## config.mk

```make
export PLATFORM = sky130hd
export DESIGN_NAME = xpad_content_indicator_parser
export DESIGN_NICKNAME = d
export VERILOG_FILES = /design/src/rtl/xcip_pkg.sv /design/src/rtl/xpad_content_indicator_parser.sv /design/src/rtl/xcip_lane.sv /design/src/rtl/xcip_merge.sv /design/src/rtl/xcip_emit.sv
export VERILOG_INCLUDE_DIRS = /design/src /design/src/rtl
export SDC_FILE = /design/constraint.sdc
export NUM_CORES = 1
export LEC_CHECK = 0
export BUFFER_PORTS_ARGS = -buffer_cell sky130_fd_sc_hd__buf_2
export CORE_ASPECT_RATIO = 1.75
export CORE_MARGIN = 2
export CORE_UTILIZATION = 55
export DETAILED_ROUTE_END_ITERATION = 7
export HOLD_SLACK_MARGIN = 0.02
export PLACE_DENSITY = 0.75
export SLEW_MARGIN = 20
export SYNTH_ARGS = -nofsm -noshare
export SYNTH_HDL_FRONTEND = slang
export SYNTH_SLANG_ARGS = --single-unit
```

## constraint.sdc

```tcl
create_clock -name clk -period 20.9 [get_ports clk]
set_input_delay 4.18 -clock clk [delete_from_list [all_inputs] [get_ports clk]]
set_output_delay 4.18 -clock clk [all_outputs]
set_load 0.02 [all_outputs]
```

## src/rtl/xpad_content_indicator_parser_assert.svh

```systemverilog
// Assertion macros shared by the content indicator parser modules.
`ifndef XPAD_CONTENT_INDICATOR_PARSER_ASSERT_SVH
`define XPAD_CONTENT_INDICATOR_PARSER_ASSERT_SVH

// Same-cycle implication, checked on every clock edge outside reset.
`define XCIP_ASSERT_IMP(lbl, ante, cons, msg) \
	lbl: assert property (@(posedge clk) disable iff (!arst_n) (ante) |-> (cons)) \
		else $error(msg);

// Next-cycle implication, checked on every clock edge outside reset.
`define XCIP_ASSERT_NXT(lbl, ante, cons, msg) \
	lbl: assert property (@(posedge clk) disable iff (!arst_n) (ante) |=> (cons)) \
		else $error(msg);

`endif

```

## src/rtl/xcip_pkg.sv

```systemverilog
// Shared types, codes and lookup functions of the content indicator parser.
package xcip_pkg;

	// Number of subfield slots carried in one parsed frame record.
	localparam int CI_SLOTS = 4;
	localparam int CNT_W    = $clog2(CI_SLOTS + 1);
	localparam int IDX_W    = $clog2(CI_SLOTS);

	// F-PAD codes.
	localparam logic [1:0] FPAD_TYPE_DATA = 2'b00;
	localparam logic [1:0] IND_SHORT      = 2'b01;
	localparam logic [1:0] IND_VAR        = 2'b10;

	// Content indicator codes.
	localparam logic [4:0] TYPE_END     = 5'd0;
	localparam logic [7:0] SHORT_CI_LEN = 8'd3;

	// Application types that carry a continuation.
	localparam logic [4:0] TYPE_CONT_A = 5'd1;
	localparam logic [4:0] TYPE_CONT_B = 5'd3;
	localparam logic [4:0] TYPE_CONT_C = 5'd13;

	// Application types that continue as a type of their own group.
	localparam logic [4:0] TYPE_CONT_B_ALT = 5'd2;
	localparam logic [4:0] TYPE_CONT_C_ALT = 5'd12;

	// Decoded view of one content indicator byte.
	typedef struct packed {
		logic [4:0] typ;
		logic [7:0] len;
		logic       is_end;
	} lane_t;

	// One parsed frame: subfield count and per-subfield fields.
	typedef struct packed {
		logic [CNT_W-1:0]          cnt;
		logic [CI_SLOTS-1:0][4:0] typ;
		logic [CI_SLOTS-1:0][7:0] off;
		logic [CI_SLOTS-1:0][7:0] len;
	} frame_t;

	// Continuation mapping result.
	typedef struct packed {
		logic       valid;
		logic [4:0] typ;
	} cont_t;

	// Length code of a variable-size content indicator.
	function automatic logic [7:0] ci_length(input logic [2:0] code);
		logic [7:0] r;
		unique case (code)
			3'd0: r = 8'd4;
			3'd1: r = 8'd6;
			3'd2: r = 8'd8;
			3'd3: r = 8'd12;
			3'd4: r = 8'd16;
			3'd5: r = 8'd24;
			3'd6: r = 8'd32;
			default: r = 8'd48;
		endcase
		return r;
	endfunction

	// Type that the following frame continues, if any.
	function automatic cont_t continued_type(input logic [4:0] t);
		cont_t r;
		r = '0;
		unique case (t) inside
			TYPE_CONT_A: begin
				r.valid = 1'b1;
				r.typ   = TYPE_CONT_A;
			end
			TYPE_CONT_B_ALT, TYPE_CONT_B: begin
				r.valid = 1'b1;
				r.typ   = TYPE_CONT_B;
			end
			TYPE_CONT_C_ALT, TYPE_CONT_C: begin
				r.valid = 1'b1;
				r.typ   = TYPE_CONT_C;
			end
			default: r = '0;
		endcase
		return r;
	endfunction

endpackage

```

## src/rtl/xpad_content_indicator_parser.sv

```systemverilog
// Top level of the X-PAD content indicator list parser.
// Flow: an accepted frame is stored in the pending register, then moves to the current-frame
// register, from which its first subfield is offered; a busy sender holds it in the pending register.
// A new frame can be taken while an earlier one is still being sent, if the pending register is free.
// The sender drains one subfield per cycle while out_stall is low, which sets the sustained rate.
// Reset clears the continuation and all buffered frames; no clearing pass is needed.
module xpad_content_indicator_parser #(
	parameter int MAX_CIS = 4
) (
	input  logic        clk,
	input  logic        arst_n,
	input  logic        in_valid,
	output logic        in_stall,
	input  logic [15:0] fpad_word,
	input  logic [7:0]  xpad_length,
	input  logic        exact_length,
	input  logic [7:0]  ci_byte_0,
	input  logic [7:0]  ci_byte_1,
	input  logic [7:0]  ci_byte_2,
	input  logic [7:0]  ci_byte_3,
	output logic        out_valid,
	input  logic        out_stall,
	output logic [4:0]  subfield_type,
	output logic [7:0]  subfield_offset,
	output logic [7:0]  subfield_length,
	output logic        last_subfield
);

	logic [3:0][7:0]                 ci_bytes;
	xcip_pkg::lane_t [MAX_CIS-1:0]   lanes;
	xcip_pkg::frame_t                frm;
	logic                            frm_ok;
	logic                            can_take;
	logic                            in_fire;

	assign ci_bytes = {ci_byte_3, ci_byte_2, ci_byte_1, ci_byte_0};
	assign in_stall = !can_take;
	assign in_fire  = in_valid && !in_stall;

	// One decode lane per content indicator byte.
	for (genvar g = 0; g < MAX_CIS; g++) begin : g_lane
		xcip_lane u_lane (
			.ci_byte (ci_bytes[g]),
			.lane    (lanes[g])
		);
	end

	xcip_merge #(
		.MAX_CIS (MAX_CIS)
	) u_merge (
		.clk          (clk),
		.arst_n       (arst_n),
		.in_fire      (in_fire),
		.fpad_word    (fpad_word),
		.xpad_length  (xpad_length),
		.exact_length (exact_length),
		.lanes        (lanes),
		.frm          (frm),
		.frm_ok       (frm_ok)
	);

	// Only frames with a non-empty, length-checked list reach the sender.
	xcip_emit u_emit (
		.clk             (clk),
		.arst_n          (arst_n),
		.frm_load        (in_fire && frm_ok),
		.frm_in          (frm),
		.can_take        (can_take),
		.out_valid       (out_valid),
		.out_stall       (out_stall),
		.subfield_type   (subfield_type),
		.subfield_offset (subfield_offset),
		.subfield_length (subfield_length),
		.last_subfield   (last_subfield)
	);

endmodule

```

## src/rtl/xcip_lane.sv

```systemverilog
// One lane: decodes a single content indicator byte into type, length and end mark.
module xcip_lane (
	input  logic [7:0]           ci_byte,
	output xcip_pkg::lane_t      lane
);

	// Type in the low five bits, length code in the top three.
	always_comb begin
		lane.typ    = ci_byte[4:0];
		lane.len    = xcip_pkg::ci_length(ci_byte[7:5]);
		lane.is_end = (ci_byte[4:0] == xcip_pkg::TYPE_END);
	end

endmodule

```

## src/rtl/xcip_merge.sv

```systemverilog
// Merge stage: combines the lane results into a subfield list and keeps the continuation.
`include "xpad_content_indicator_parser_assert.svh"

module xcip_merge #(
	parameter int MAX_CIS = 4
) (
	input  logic                            clk,
	input  logic                            arst_n,
	input  logic                            in_fire,
	input  logic [15:0]                     fpad_word,
	input  logic [7:0]                      xpad_length,
	input  logic                            exact_length,
	input  xcip_pkg::lane_t [MAX_CIS-1:0]   lanes,
	output xcip_pkg::frame_t                frm,
	output logic                            frm_ok
);

	logic [1:0]              ftype;
	logic [1:0]              ind;
	logic                    ci_flag;
	logic [2:0]              area;
	logic                    drop;
	logic [8:0]              total;
	logic                    len_fail;
	logic [4:0]              last_typ;
	xcip_pkg::cont_t         cont_nxt;
	xcip_pkg::frame_t        list_c;
	logic                    cont_type_good;

	logic                    cont_valid_q;
	logic [4:0]              cont_type_q;
	logic [7:0]              cont_length_q;

	assign ftype   = fpad_word[15:14];
	assign ind     = fpad_word[13:12];
	assign ci_flag = fpad_word[1];

	// Build the subfield list from the indicator mode and the lanes.
	always_comb begin
		logic stop;
		list_c = '0;
		area   = '0;
		drop   = 1'b0;
		stop   = 1'b0;
		if (ftype == xcip_pkg::FPAD_TYPE_DATA) begin
			if (ci_flag) begin
				if (ind == xcip_pkg::IND_SHORT) begin
					if (xpad_length == 8'd0) begin
						drop = 1'b1;
					end else if (!lanes[0].is_end) begin
						area          = 3'd1;
						list_c.cnt    = xcip_pkg::CNT_W'(1);
						list_c.typ[0] = lanes[0].typ;
						list_c.len[0] = xcip_pkg::SHORT_CI_LEN;
					end
				end else if (ind == xcip_pkg::IND_VAR) begin
					// Lanes up to and including the end marker form the CI area.
					for (int i = 0; i < MAX_CIS; i++) begin
						if (!stop) begin
							area = area + 3'd1;
							if (lanes[i].is_end) begin
								stop = 1'b1;
							end else begin
								list_c.typ[i] = lanes[i].typ;
								list_c.len[i] = lanes[i].len;
								list_c.cnt    = list_c.cnt + xcip_pkg::CNT_W'(1);
							end
						end
					end
					if ({5'd0, area} > xpad_length) begin
						drop = 1'b1;
					end
				end
			end else if ((ind == xcip_pkg::IND_SHORT || ind == xcip_pkg::IND_VAR)
					&& cont_valid_q) begin
				list_c.cnt    = xcip_pkg::CNT_W'(1);
				list_c.typ[0] = cont_type_q;
				list_c.len[0] = cont_length_q;
			end
		end
	end

	// Offsets follow the CI area; the running sum ends at the announced total.
	always_comb begin
		logic [8:0] acc;
		frm = list_c;
		acc = {6'd0, area};
		for (int i = 0; i < xcip_pkg::CI_SLOTS; i++) begin
			frm.off[i] = acc[7:0];
			if (xcip_pkg::CNT_W'(i) < list_c.cnt) begin
				acc = acc + {1'b0, list_c.len[i]};
			end
		end
		total = acc;
	end

	// Length check against the available X-PAD bytes.
	assign len_fail = exact_length ? (total != {1'b0, xpad_length})
	                               : (total > {1'b0, xpad_length});
	assign frm_ok   = (list_c.cnt != '0) && !drop && !len_fail;

	// Continuation candidate from the last subfield of the list.
	assign last_typ = list_c.typ[xcip_pkg::IDX_W'(list_c.cnt - xcip_pkg::CNT_W'(1))];
	assign cont_nxt = xcip_pkg::continued_type(last_typ);

	// Continuation state: every transaction clears it, a good list may set it again.
	always_ff @(posedge clk or negedge arst_n) begin
		if (!arst_n) begin
			cont_valid_q  <= 1'b0;
			cont_type_q   <= '0;
			cont_length_q <= '0;
		end else if (in_fire) begin
			cont_valid_q <= frm_ok && cont_nxt.valid;
			if (frm_ok && cont_nxt.valid) begin
				cont_type_q   <= cont_nxt.typ;
				cont_length_q <= total[7:0];
			end
		end
	end

	// A stored continuation always holds one of the continued types.
	assign cont_type_good = (cont_type_q == xcip_pkg::TYPE_CONT_A)
	                     || (cont_type_q == xcip_pkg::TYPE_CONT_B)
	                     || (cont_type_q == xcip_pkg::TYPE_CONT_C);

	`XCIP_ASSERT_IMP(a_ok_fits, frm_ok, total <= {1'b0, xpad_length}, "list too long")
	`XCIP_ASSERT_NXT(a_bad_clears, in_fire && !frm_ok, !cont_valid_q, "stale continuation")
	`XCIP_ASSERT_IMP(a_cont_type, cont_valid_q, cont_type_good, "bad continuation type")

endmodule

```

## src/rtl/xcip_emit.sv

```systemverilog
// Output stage: buffers parsed frames and sends one subfield transaction per cycle while out_stall is low.
`include "xpad_content_indicator_parser_assert.svh"

module xcip_emit (
	input  logic                 clk,
	input  logic                 arst_n,
	input  logic                 frm_load,
	input  xcip_pkg::frame_t     frm_in,
	output logic                 can_take,
	output logic                 out_valid,
	input  logic                 out_stall,
	output logic [4:0]           subfield_type,
	output logic [7:0]           subfield_offset,
	output logic [7:0]           subfield_length,
	output logic                 last_subfield
);

	logic                           pend_valid_q;
	xcip_pkg::frame_t               pend_s1;
	logic                           cur_valid_q;
	xcip_pkg::frame_t               cur_s2;
	logic [xcip_pkg::IDX_W-1:0]     idx_q;
	logic [xcip_pkg::CNT_W-1:0]     idx_ext;
	logic                           out_fire;
	logic                           is_last;
	logic                           cur_free;

	assign idx_ext  = {1'b0, idx_q};
	assign out_fire = cur_valid_q && !out_stall;
	assign is_last  = (idx_ext + xcip_pkg::CNT_W'(1)) == cur_s2.cnt;
	assign cur_free = !cur_valid_q || (out_fire && is_last);
	assign can_take = !pend_valid_q || cur_free;

	// Pending frame register between the merge stage and the sender.
	always_ff @(posedge clk or negedge arst_n) begin
		if (!arst_n) begin
			pend_valid_q <= 1'b0;
		end else if (frm_load) begin
			pend_valid_q <= 1'b1;
		end else if (cur_free) begin
			pend_valid_q <= 1'b0;
		end
	end

	always_ff @(posedge clk) begin
		if (frm_load) begin
			pend_s1 <= frm_in;
		end
	end

	// Current frame and subfield index; the next frame moves in after the last subfield.
	always_ff @(posedge clk or negedge arst_n) begin
		if (!arst_n) begin
			cur_valid_q <= 1'b0;
			idx_q       <= '0;
		end else if (cur_free) begin
			cur_valid_q <= pend_valid_q;
			idx_q       <= '0;
		end else if (out_fire) begin
			idx_q <= idx_q + xcip_pkg::IDX_W'(1);
		end
	end

	always_ff @(posedge clk) begin
		if (cur_free) begin
			cur_s2 <= pend_s1;
		end
	end

	// Result transaction fields.
	assign out_valid       = cur_valid_q;
	assign subfield_type   = cur_s2.typ[idx_q];
	assign subfield_offset = cur_s2.off[idx_q];
	assign subfield_length = cur_s2.len[idx_q];
	assign last_subfield   = is_last;

	`XCIP_ASSERT_IMP(a_cur_nonempty, cur_valid_q, cur_s2.cnt != '0, "empty frame in sender")
	`XCIP_ASSERT_IMP(a_idx_range, cur_valid_q, idx_ext < cur_s2.cnt, "subfield index past frame count")
	`XCIP_ASSERT_IMP(a_no_overwrite, frm_load, !pend_valid_q || cur_free, "pending frame overwritten")

endmodule
```

==> impl_metrics.json <==
{
  "status": "completed",
  "synthAdderAreaFrac_pct": 6.473,
  "ys_warn_count": 0,
  "cpLargestDelayFamily": "compound AO/OA/AOI/OAI gates",
  "drive_above_1_share_pct": 25.56,
  "wl_um": 16820,
  "path_clk_slew_ns": 0.06,
  "pwr-share-seq_pct": 46.4,
  "synth-xor-area-share_pct": 2.115,
  "drcViolationCount": 0,
  "ctsHtreeMaxLevel": 4,
  "worstSetupEndpointType": "flop",
  "p_int_uw": 623.6,
  "area.sequential_um2": 4664,
  "maxCapViolCount": 0,
  "diodes": 0,
  "syn_inst": 567,
  "routedWlPerCell_um": 19.98,
  "switching_share_pct": 29.85,
  "antenna_found_initial": 0,
  "cts_setup_buffers": 0,
  "power_frac_clock_pct": 31.3,
  "viasPerCell": 5.869,
  "start_util_pct": 56.15,
  "final-hold-violation-count": 0,
  "ios": 85,
  "vias": 4942,
  "rsz0062_at_grt": "false",
  "cts_inserted_buffers": 17,
  "fin_skew_ns": 0.008711,
  "ys_seq_area_share_pct": 59.73,
  "gp_congestion": 0.9132,
  "grt_pass1_vias": 5130,
  "cpMaxStageDelayCell": "nor3b_2",
  "synth.area.top_cells": "edfxtp_1 (55%), ha_1 (5.4%), dfrtp_1 (5.1%)",
  "areaGrowthSynthToFinish_pct": 14.29,
  "worstPathRequired_ns": 20.94,
  "setup_viol_count_final": 0,
  "preCtsSetupSlack_ns": 7.869,
  "gr-total-overflow": 0,
  "multi_input_area_um2": 3010,
  "synth_top_family_by_area": "simple AND/OR/NAND/NOR gates",
  "fp-row-count": 57,
  "p_leak_nw": 3.390,
  "p_comb_share_pct": 22.3,
  "yosysTopAreaCellShare_pct": 54.61,
  "grt_first_pass_wirelength_um": 26480,
  "numClockSinks": 158,
  "dpl.hpwl_um": 12790,
  "fmax_mhz": 78.69,
  "coreArea_um2": 13910,
  "max_slew_margin_pct": 34.59,
  "ys_types": 73,
  "die_w_um": 94.07,
  "finalWorstSetupSlack_ns": 8.193,
  "cts-resized-gates": 0,
  "max_stage_delay_ns": 0.81,
  "nNetsFinal": 751,
  "grt_max_degree": 74,
  "cts.path.max_buffers": 2,
  "synthArstFlopShare_pct": 10.13,
  "io_buffers": 73,
  "cp-start-kind": "primary input",
  "muxShareOfSynthArea_pct": 8.348,
  "cts_root_buf": "clkbuf_16",
  "synth_area_per_cell_um2": 13.77,
  "synth_compound_area_share_pct": 8.668,
  "syn-num-nets": 666,
  "period_needed_ns": 12.71,
  "maxSlewViolCount": 0,
  "ys_seq_elements": 158,
  "power_uw": 888.9,
  "hp-class": "reg2reg",
  "power_switching_uw": 265.3,
  "cts_tree": "yes",
  "worst_slew_pin_slew_ns": 0.9709,
  "path_buf_inv": 3,
  "final_cell_mix": "edfxtp_1 (142), buf_2 (73), ha_1 (34)",
  "synth_edf_count": 142,
  "synth_top_area_cell": "edfxtp_1",
  "n_fill_cell": 1032,
  "finalSetupTns_ns": 0,
  "finalCritPeriodShare_pct": 60.80,
  "die_y_um": 161.6,
  "synth-simple-area-share_pct": 12.71,
  "grt_usage_pct": 23.68,
  "drt_iter0_markers": 244,
  "clock_latency_ns": 0.42,
  "firstDrtPassIters": 4,
  "fin_util_pct": 64.17,
  "synth_top_flop_cell": "edfxtp_1",
  "ant_nets": 0,
  "holdBufCountCts": 0,
  "die-area_um2": 15200,
  "worstPathArrival_ns": 12.75,
  "power_density_nw_per_um2": 99.60,
  "critical_path_class": "in2reg",
  "synthesis.area_um2": 7809,
  "worst-path-max-fanout": 57,
  "final_common_cell": "edfxtp_1",
  "vdd_drop_max_mv": 0.06333
}
-- cells by family after synthesis --
logic type / after synthesis
buffers and inverters: 38
flip-flops: 158
AO/OA/AOI/OAI: 98
AND/OR/NAND/NOR: 173
multiplexers: 44
adder cells (fa/ha/maj): 38
XOR/XNOR: 18
-- synthesized netlist by cell type, types with 6 or more instances --
cell type,count
inv_1,26
nor2b_1,14
edfxtp_1,142
nand2b_1,8
nand2_1,33
a22o_1,8
nor3_1,12
a21oi_1,32
a21o_1,6
ha_1,34
nand3_1,9
xnor2_1,12
o21ai_0,11
nor2_1,33
mux2_2,20
mux2_4,7
and2_1,18
dfrtp_1,16
and3_1,13
mux4_2,12
-- cell type report --
| class | count | share of cell area [%] |
|---|---|---|
| multi-input combinational | 371 | 33.73 |
| tap | 177 | 2.481 |
| sequential | 158 | 52.26 |
| clock inverter | 15 | 1.234 |
| inverter | 28 | 1.178 |
| clock buffer | 17 | 4.767 |
| timing repair buffer | 76 | 4.346 |
-- worst register-to-register path, delay by kind of cell, from the launching register on --
kind	cells	cell delay (ns)
fa+ha+maj	7	2.57
compound gates	9	1.94
simple gates	5	1.47
buf+inv	1	0.62
mux	2	0.61
flops	1	0.41
xor+xnor	2	0.29
-- per-stage QoR --
stage	cells	instance area (um^2)	hold WS, ns
5_1_grt	842	8925	0.4181
2_1_floorplan	567	7809	0.4003
4_1_cts	842	8925	0.4138
6_report	842	8925	0.4138
3_3_place_gp	810	8389	0.4011
3_5_place_dp	810	8389	0.4045
-- flip-flops by register name, indices dropped and copies added, names as in the netlist --
register / flops
u_merge.cont_type_q: 3
u_merge.cont_length_q: 8
u_emit.cur_s2: 71
u_emit.idx_q: 2
u_emit.pend_valid_q: 1
u_merge.cont_valid_q: 1
u_emit.pend_s1: 71
u_emit.out_valid: 1
-- path summary, 6_finish.rpt --
kind                            depth (start not counted)                        startpoint                                    to  slack, ns
worst min register to register                          0       u_emit.pend_s1[4]$_DFFE_PP_            u_emit.cur_s2[4]$_DFFE_PP_       0.41
max in group asynchronous                               1                            arst_n  u_merge.cont_length_q[1]$_DFFE_PN0P_      16.89
worst max-delay path                                   28                      fpad_word[1]          u_emit.pend_s1[69]$_DFFE_PP_       8.19
worst max register to register                         26  u_merge.cont_valid_q$_DFFE_PN0P_          u_emit.pend_s1[69]$_DFFE_PP_      12.53
worst min-delay path                                    0       u_emit.pend_s1[4]$_DFFE_PP_            u_emit.cur_s2[4]$_DFFE_PP_       0.41
min in group asynchronous                               1                            arst_n       u_emit.pend_valid_q$_DFFE_PN0P_       3.70
-- routing by layer --
metal / wire length [um] / up-vias / global-route usage [%] / part of all wire, %
met5: 0 / - / 0 / 0
met4: 854 / 0 / 12.78 / 5.1
met3: 620 / 49 / 4.478 / 3.7
met2: 9229 / 159 / 42.63 / 55
met1: 6115 / 2410 / 25.66 / 36
li1: - / 2324 / - / -
-- power by group through the flow --
stage | logic, mW | clock network [mW] | registers [mW]
2_1_floorplan | 0.142 | 0 | 0.424
3_3_place_gp | 0.195 | 0 | 0.416
3_5_place_dp | 0.201 | 0 | 0.420
4_1_cts | 0.203 | 0.282 | 0.414
5_1_grt | 0.214 | 0.296 | 0.417
6_report | 0.198 | 0.278 | 0.413
Power figures use the tool's default switching activity.
